`src/arp_table_with_aging_defines.svh`:
```
// Assertion macros for the ARP table with ageing.
// Depends on nothing; expects signals named clk and rst in the including module.
`ifndef ARP_TABLE_WITH_AGING_DEFINES_SVH
`define ARP_TABLE_WITH_AGING_DEFINES_SVH

// Check a property on every rising edge outside reset.
`define ARP_ASSERT(name, prop, msg) \
  name: assert property (@(posedge clk) disable iff (rst) prop) else $error(msg);

// Check a property on every rising edge, reset included.
`define ARP_ASSERT_ALWAYS(name, prop, msg) \
  name: assert property (@(posedge clk) prop) else $error(msg);

`endif

```
`src/arp_pkg.sv`:
```
// Package for the ARP table with ageing: table size, codes and the LFSR step.
// Depends on nothing.
`timescale 1ns / 1ps

package arp_pkg;

  // Table size; the replacement slot takes the low LFSR bits, so keep it a power of two.
  localparam int TABLE_ENTRIES = 32;
  localparam int SLOT_W        = $clog2(TABLE_ENTRIES);
  localparam int IP_W          = 32;
  localparam int MAC_W         = 48;
  localparam int AGE_W         = 8;
  localparam int LFSR_W        = 16;

  localparam logic [AGE_W-1:0]  AGE_MAX         = 8'hFF;
  localparam logic [AGE_W-1:0]  AGE_RESET_LIMIT = 8'd15;
  localparam logic [LFSR_W-1:0] LFSR_SEED       = 16'hACE1;

  typedef enum logic [1:0] {
    OP_LOOKUP = 2'd0,
    OP_INSERT = 2'd1,
    OP_TICK   = 2'd2
  } opcode_t;

  typedef enum logic [1:0] {
    KIND_NONE   = 2'd0,
    KIND_UPDATE = 2'd1,
    KIND_FREE   = 2'd2,
    KIND_RANDOM = 2'd3
  } insert_kind_t;

  // Advance the Fibonacci LFSR one step: taps 16,14,13,11, shift right.
  function automatic logic [LFSR_W-1:0] lfsr_step(input logic [LFSR_W-1:0] v);
    logic fb;
    fb = v[0] ^ v[2] ^ v[3] ^ v[5];
    return {fb, v[LFSR_W-1:1]};
  endfunction

endpackage

```
`src/arp_table_with_aging.sv`:
```
// ARP table with ageing: register table, parallel match logic and result register.
// Depends on arp_pkg and arp_table_with_aging_defines.svh.
//
//   channel  | signals                                  | direction
//   ---------+------------------------------------------+----------
//   input    | in_valid, in_stall, opcode, ip_addr,     | in (stall out)
//            | mac_addr                                 |
//   output   | out_valid, out_stall, hit, mac_out,      | out (stall in)
//            | slot_index, insert_kind                  |
//   config   | cfg_wr_en, cfg_wr_data (max_age_ticks)   | in
//
// One beat enters per cycle while in_stall is low; its result passes through the input
// register, then the result register. The 32-entry register table with parallel
// comparators serves one lookup, insert or tick each cycle unless the output stalls.
// Synchronous reset clears valid bits, IPs, ages, sets LFSR to 0xACE1, limit to 15.
// A stall on the output holds the result register; the input register still takes
// one more beat, and in_stall rises only when both registers are full.
`timescale 1ns / 1ps
`include "arp_table_with_aging_defines.svh"

module arp_table_with_aging (
  input  logic                        clk,
  input  logic                        rst,
  input  logic                        cfg_wr_en,
  input  logic [arp_pkg::AGE_W-1:0]   cfg_wr_data,
  input  logic                        in_valid,
  output logic                        in_stall,
  input  logic [1:0]                  opcode,
  input  logic [arp_pkg::IP_W-1:0]    ip_addr,
  input  logic [arp_pkg::MAC_W-1:0]   mac_addr,
  output logic                        out_valid,
  input  logic                        out_stall,
  output logic                        hit,
  output logic [arp_pkg::MAC_W-1:0]   mac_out,
  output logic [arp_pkg::SLOT_W-1:0]  slot_index,
  output logic [1:0]                  insert_kind
);
  import arp_pkg::*;

  // Lowest set bit of a table-wide vector.
  function automatic logic [SLOT_W-1:0] first_set(input logic [TABLE_ENTRIES-1:0] v);
    logic [SLOT_W-1:0] idx;
    idx = '0;
    for (int i = TABLE_ENTRIES - 1; i >= 0; i--) begin
      if (v[i]) idx = SLOT_W'(i);
    end
    return idx;
  endfunction

  // Table state
  logic [TABLE_ENTRIES-1:0] entry_valid;
  logic [IP_W-1:0]          entry_ip  [TABLE_ENTRIES];
  logic [MAC_W-1:0]         entry_mac [TABLE_ENTRIES];
  logic [AGE_W-1:0]         entry_age [TABLE_ENTRIES];
  logic [LFSR_W-1:0]        lfsr;
  logic [AGE_W-1:0]         max_age;

  // Input register
  logic             q_valid;
  logic [1:0]       q_op;
  logic [IP_W-1:0]  q_ip;
  logic [MAC_W-1:0] q_mac;

  // Execute-stage combinational results
  logic                     advance;
  logic                     exec;
  logic [TABLE_ENTRIES-1:0] match_ip;
  logic [TABLE_ENTRIES-1:0] hit_vec;
  logic [TABLE_ENTRIES-1:0] expire_vec;
  logic [AGE_W-1:0]         age_inc [TABLE_ENTRIES];
  logic                     res_hit;
  logic [MAC_W-1:0]         res_mac;
  logic [SLOT_W-1:0]        res_slot;
  logic [1:0]               res_kind;
  logic                     do_write;
  logic                     do_tick;
  logic [LFSR_W-1:0]        lfsr_next;

  // Move the pipeline whenever the result register is free or being drained.
  assign advance  = !out_valid || !out_stall;
  assign exec     = q_valid && advance;
  assign in_stall = q_valid && !advance;

  // Per-entry comparators and age increment, all in parallel.
  always_comb begin
    for (int i = 0; i < TABLE_ENTRIES; i++) begin
      match_ip[i]   = (entry_ip[i] == q_ip);
      hit_vec[i]    = match_ip[i] && entry_valid[i];
      age_inc[i]    = (entry_age[i] == AGE_MAX) ? entry_age[i] : entry_age[i] + AGE_W'(1);
      expire_vec[i] = (age_inc[i] > max_age);
    end
  end

  // Decide the result and the slot to write.
  always_comb begin
    res_hit   = 1'b0;
    res_mac   = '0;
    res_slot  = '0;
    res_kind  = KIND_NONE;
    do_write  = 1'b0;
    do_tick   = 1'b0;
    lfsr_next = lfsr;
    case (q_op)
      OP_LOOKUP: begin
        if (|hit_vec) begin
          res_hit  = 1'b1;
          res_slot = first_set(hit_vec);
          res_mac  = entry_mac[res_slot];
        end
      end
      OP_INSERT: begin
        do_write = 1'b1;
        if (|match_ip) begin
          // Same IP, valid or not: update in place.
          res_slot = first_set(match_ip);
          res_kind = KIND_UPDATE;
        end else if (!(&entry_valid)) begin
          res_slot = first_set(~entry_valid);
          res_kind = KIND_FREE;
        end else begin
          // Table full: step the LFSR and replace at its low bits.
          lfsr_next = lfsr_step(lfsr);
          res_slot  = lfsr_next[SLOT_W-1:0];
          res_kind  = KIND_RANDOM;
        end
      end
      OP_TICK: begin
        do_tick = 1'b1;
      end
      default: begin
      end
    endcase
  end

  // Input register: take a beat unless both stages are held.
  always_ff @(posedge clk) begin
    if (rst) begin
      q_valid <= 1'b0;
    end else if (!in_stall) begin
      q_valid <= in_valid;
    end
    if (in_valid && !in_stall) begin
      q_op  <= opcode;
      q_ip  <= ip_addr;
      q_mac <= mac_addr;
    end
  end

  // Result register: load on advance, hold while stalled.
  always_ff @(posedge clk) begin
    if (rst) begin
      out_valid <= 1'b0;
    end else if (advance) begin
      out_valid <= q_valid;
    end
    if (exec) begin
      hit         <= res_hit;
      mac_out     <= res_mac;
      slot_index  <= res_slot;
      insert_kind <= res_kind;
    end
  end

  // Configuration and control state of the table.
  always_ff @(posedge clk) begin
    if (rst) begin
      max_age     <= AGE_RESET_LIMIT;
      lfsr        <= LFSR_SEED;
      entry_valid <= '0;
      for (int i = 0; i < TABLE_ENTRIES; i++) begin
        entry_ip[i]  <= '0;
        entry_age[i] <= '0;
      end
    end else begin
      if (cfg_wr_en) begin
        max_age <= cfg_wr_data;
      end
      if (exec) begin
        lfsr <= lfsr_next;
        for (int i = 0; i < TABLE_ENTRIES; i++) begin
          if (do_tick) begin
            entry_age[i] <= age_inc[i];
            if (expire_vec[i]) entry_valid[i] <= 1'b0;
          end else if (do_write && res_slot == SLOT_W'(i)) begin
            entry_ip[i]    <= q_ip;
            entry_age[i]   <= '0;
            entry_valid[i] <= 1'b1;
          end
        end
      end
    end
  end

  // MAC store: no reset, read only from entries an insert has made valid.
  always_ff @(posedge clk) begin
    if (exec && do_write) begin
      entry_mac[res_slot] <= q_mac;
    end
  end

  `ARP_ASSERT(a_lfsr_nonzero, lfsr != '0, "replacement LFSR reached zero")
  `ARP_ASSERT(a_random_only_full, (exec && res_kind == KIND_RANDOM) |-> (&entry_valid), "random replace with a free slot")
  `ARP_ASSERT(a_hold_held_beat, (q_valid && !advance) |=> (q_valid && $stable(q_ip) && $stable(q_op)), "held input beat lost")
  `ARP_ASSERT(a_hit_no_kind, (exec && res_hit) |=> (out_valid && hit && insert_kind == KIND_NONE), "lookup hit result malformed")
  `ARP_ASSERT_ALWAYS(a_reset_clears, rst |=> (!q_valid && !out_valid && entry_valid == '0), "reset left state live")

endmodule
```
`config.mk`:
```
export PLATFORM = sky130hd
export DESIGN_NAME = arp_table_with_aging
export DESIGN_NICKNAME = d
export VERILOG_FILES = /design/src/arp_pkg.sv /design/src/arp_table_with_aging.sv
export VERILOG_INCLUDE_DIRS = /design/src /design/src/src
export SDC_FILE = /design/constraint.sdc
export NUM_CORES = 2
export LEC_CHECK = 0
export BUFFER_PORTS_ARGS = -buffer_cell sky130_fd_sc_hd__buf_4
export CAP_MARGIN = 5
export CORE_UTILIZATION = 49
export DETAILED_ROUTE_END_ITERATION = 8
export PLACE_DENSITY_LB_ADDON = 0.05
export SYNTH_ARGS = -nofsm -noshare
export SYNTH_HDL_FRONTEND = slang
export SYNTH_SLANG_ARGS = --single-unit
```
`constraint.sdc`:
```
create_clock -name clk -period 8.7 [get_ports clk]
set_input_delay 1.305 -clock clk [delete_from_list [all_inputs] [get_ports clk]]
set_output_delay 1.305 -clock clk [all_outputs]
set_load 0.02 [all_outputs]
```
==> results.md <==
- Upper clock frequency limit: 132 MHz
- Share of the cycle needed by the critical path after routing: 87.0%
- CTS tree: built
- Class of the worst hold path: register to register
- First-pass iteration count of the detailed router: 7
- Clock edge transition at the registers on the reported setup and hold paths: 0.06 ns
- Max-capacitance violation count: 0
- Number of DRC markers after the initial detailed-route iteration: 9829
- Type of destination of the critical path: register
- Pin count of the biggest net entering global routing: 154
- Nets@finish: 10100
- Worst slew margin: 8.98%
- Crit path time final: 7.56 ns
- Via total after detailed routing: 83600
- Crit path required time: 9.36 ns
- Max-slew violations: 0
- Number of nets with antenna violations after routing: 0
- Cell area after synthesis: 135000 sq um
- Clock buffer count from CTS: 327
- Most used cells in the layout excluding fill and tap cells: sky130_fd_sc_hd__edfxtp_1 (2954), sky130_fd_sc_hd__nor2_1 (965), sky130_fd_sc_hd__xnor2_1 (596)
- Global-route wire length before repair: 601 mm
- Final setup violation count: 0
- Async set or reset register ratio after synthesis: 0%
- Most common cell after layout, fill and taps aside: sky130_fd_sc_hd__edfxtp_1
- Hold Vio Cnt, Final: 0
- Setup repair bufs after CTS: 0
- Hold-fix buffers at CTS: 0
- RSZ-0062 raised after global routing: no
- Util after Layout: 55.3%
- Data arrival, critical path: 8.23 ns
- Total global routing track utilization: 30.2%
- Total I/O pin count: 153
- Worst Setup Start Kind: register
- Die width: 528 microns
- Run status: complete, no violations
- GRT Residual Overflow: 0
- Buffers added on ports: 152
- Transition at the pin with the smallest max-transition slack: 1.33 ns
- Layout overhead on the synthesized area: 12.1%
- Worst setup skew after layout: 0.0877 ns
- Share of post-route cells with drive strength above 1: 12.4%
- Distinct cell type count after synthesis: 98
- Vias in the first global route: 80800
- Type of the setup path with the least slack: register to register
- CTS Root Buffer Type: sky130_fd_sc_hd__clkbuf_16
- Routability cong.: 0.940
- Flip-flop and latch count after synthesis: 3012
- Critical-path maximum fanout: 24
- PwrDens: 213 nW/um^2
- Worst supply voltage drop on vdd: 0.161 mV
- Buffers from clock root to sink, at most: 4
- Core region area: 274000 sq um
- H-tree depth reported by CTS: 5
- Part of the Yosys area used for sequential elements: 66.4%
- Source-to-sink clock delay at the later pin of the worst-skew pair: 0.96 ns
- Sum Neg Setup Slack: 0 ns
- Dominant register cell in the synthesized netlist: sky130_fd_sc_hd__edfxtp_1
- Vertical extent of the die: 528 microns
- Initial cell density of the core: 49.4%
- WL per Instance: 31.0 microns
- Number of enable flip-flop cells after synthesis: 2954
- Number of warnings reported in the yosys synthesis log: 0
- Nets in the synthesized netlist: 9866
- Cells resized by post-CTS repair: 0
- Routed via count divided by cell count: 6.11
- Site Rows: 192
- Mean instance size in the synthesized netlist: 14.3 sq um
- Leakage power: 55.5 nW
- Total half-perimeter wirelength after legalization and detailed placement: 246 mm
- Antenna violations before repair: 25
- Total detailed-routing wirelength: 425 mm
- Clock sinks: 3012
- Instance count of the mapped netlist: 9483
- Number of remaining DRC errors: 0
- Die area: 278000 sq um
==> worst max-delay path, stage by stage, from the launching register on <==
cell and delay, ns:
sky130_fd_sc_hd__edfxtp_1 0.80, sky130_fd_sc_hd__buf_4 0.65, sky130_fd_sc_hd__xor2_1 0.14, sky130_fd_sc_hd__nor4_1 0.57
sky130_fd_sc_hd__nand4_1 0.41, sky130_fd_sc_hd__nor2_1 0.42, sky130_fd_sc_hd__a222oi_1 0.22, sky130_fd_sc_hd__or3_1 0.39
sky130_fd_sc_hd__a41o_1 0.30, sky130_fd_sc_hd__a21boi_4 0.26, sky130_fd_sc_hd__a2bb2oi_1 0.21, sky130_fd_sc_hd__o31a_2 0.73
sky130_fd_sc_hd__clkinv_4 0.42, sky130_fd_sc_hd__nand2_1 0.95, sky130_fd_sc_hd__o21ai_0 0.41, sky130_fd_sc_hd__buf_4 0.30
==> cells by family after synthesis <==
logic type,share of synthesized area (%)
muxes,5.62
AOI/OAI and AO/OA,5.81
xor gates and xnor gates,7.41
buffers and inverters,2.78
adders and majority gates,2.66
and+or+nand+nor,9.33
DFF,66.4
==> synth_stat cells, types with 8 or more instances <==
| library cell | n | area (sq um) |
|---|---|---|
| sky130_fd_sc_hd__a22o_1 | 52 | 455 |
| sky130_fd_sc_hd__nor2_1 | 978 | 3670 |
| sky130_fd_sc_hd__a21oi_1 | 288 | 1440 |
| sky130_fd_sc_hd__a2111oi_1 | 23 | 230 |
| sky130_fd_sc_hd__nand3_2 | 9 | 90.1 |
| sky130_fd_sc_hd__a211oi_1 | 204 | 1530 |
| sky130_fd_sc_hd__nand2_1 | 231 | 867 |
| sky130_fd_sc_hd__o21ai_0 | 159 | 796 |
| sky130_fd_sc_hd__and2_1 | 136 | 851 |
| sky130_fd_sc_hd__buf_2 | 121 | 606 |
| sky130_fd_sc_hd__a2111oi_0 | 65 | 569 |
| sky130_fd_sc_hd__a21o_1 | 59 | 443 |
| sky130_fd_sc_hd__nand3_4 | 9 | 158 |
| sky130_fd_sc_hd__a31oi_2 | 8 | 100 |
| sky130_fd_sc_hd__xor2_1 | 550 | 4820 |
| sky130_fd_sc_hd__xnor2_1 | 596 | 5220 |
| sky130_fd_sc_hd__nor3_1 | 47 | 235 |
| sky130_fd_sc_hd__inv_1 | 125 | 469 |
| sky130_fd_sc_hd__o21a_1 | 61 | 458 |
| sky130_fd_sc_hd__and3_1 | 129 | 807 |
| sky130_fd_sc_hd__nor3b_1 | 9 | 67.6 |
| sky130_fd_sc_hd__buf_4 | 76 | 571 |
| sky130_fd_sc_hd__mux2_1 | 92 | 1040 |
| sky130_fd_sc_hd__mux2_2 | 138 | 1550 |
| sky130_fd_sc_hd__nor4_2 | 15 | 188 |
| sky130_fd_sc_hd__mux2i_1 | 501 | 5010 |
| sky130_fd_sc_hd__edfxtp_1 | 2954 | 88700 |
| sky130_fd_sc_hd__nand4_1 | 247 | 1550 |
| sky130_fd_sc_hd__o211ai_1 | 29 | 218 |
| sky130_fd_sc_hd__a2111oi_2 | 9 | 135 |
| sky130_fd_sc_hd__a31oi_1 | 71 | 444 |
| sky130_fd_sc_hd__nand3_1 | 240 | 1200 |
| sky130_fd_sc_hd__nor4_1 | 208 | 1300 |
| sky130_fd_sc_hd__buf_1 | 14 | 52.6 |
| sky130_fd_sc_hd__or3_1 | 9 | 56.3 |
| sky130_fd_sc_hd__dfxtp_1 | 58 | 1160 |
| sky130_fd_sc_hd__clkbuf_1 | 196 | 736 |
| sky130_fd_sc_hd__nor2_2 | 22 | 138 |
| sky130_fd_sc_hd__buf_6 | 111 | 1250 |
| sky130_fd_sc_hd__nor2b_1 | 105 | 657 |
| sky130_fd_sc_hd__nand2b_1 | 61 | 382 |
| sky130_fd_sc_hd__o22ai_1 | 48 | 300 |
| sky130_fd_sc_hd__ha_1 | 288 | 3600 |
==> through the flow <==
step | instance area (sq um) | hold slack (ns) | power, mW | std cells | setup WS [ns]
after global placement | 141000 | 0.458 | 18.7 | 13100 | 1.45
after CTS | 152000 | 0.472 | 32.5 | 13700 | 1.30
after global routing | 152000 | 0.494 | 33.2 | 13700 | 1.08
after floorplan | 135000 | 0.441 | 17.9 | 9483 | 2.64
after detailed placement | 141000 | 0.459 | 18.7 | 13100 | 1.37
final | 152000 | 0.472 | 32.3 | 13700 | 1.14
==> power by group <==
part	internal, mW	switching (mW)	total (mW)
sequential	16.3	0.300	16.6
clock	8.01	5.87	13.9
combinational	0.627	1.23	1.86
total	24.9	7.40	32.3
==> cell type report <==
| type | count | area [sq um] |
|---|---|---|
| diodes | 3 | 7.51 |
| clock buffers | 418 | 8870 |
| clock inverters | 177 | 1650 |
| fillers | 22200 | 122000 |
| inverters | 134 | 547 |
| multi-input cells | 5816 | 42100 |
| flip-flops and latches | 3012 | 89900 |
| well taps | 3686 | 4610 |
| repair buffers | 453 | 4000 |
==> routing by layer <==
| metal | vias to the layer above | track usage [%] | routed length (microns) |
|---|---|---|---|
| met1 | 43100 | 44.4 | 185000 |
| li1 | 36200 | - | - |
| met5 | - | 0 | 27 |
| met2 | 3750 | 46.4 | 190000 |
| met4 | 4 | 8.88 | 13300 |
| met3 | 634 | 4.45 | 36200 |
==> sequential cells by signal, summed over array words and instances (netlist names) <==
signal / cells
entry_mac: 1536
entry_ip: 1024
entry_age: 256
mac_out: 48
q_mac: 48
entry_valid: 32
q_ip: 32
lfsr: 16
max_age: 8
slot_index: 5
insert_kind: 2
q_op: 2
hit: 1
out_valid: 1
q_valid: 1
==> worst paths after layout <==
check	slack, ns	endpoint	from	depth (start not counted)
max	1.14	entry_age[1][30]$_SDFFCE_PP0P_	q_ip[3]$_DFFE_PP_	15
min	0.47	lfsr[10]$_SDFFE_PP1P_	lfsr[10]$_SDFFE_PP1P_	2
max reg2reg	1.14	entry_age[1][30]$_SDFFCE_PP0P_	q_ip[3]$_DFFE_PP_	15
min reg2reg	0.47	lfsr[10]$_SDFFE_PP1P_	lfsr[10]$_SDFFE_PP1P_	2
No activity file was read; power rests on OpenSTA's default activity.
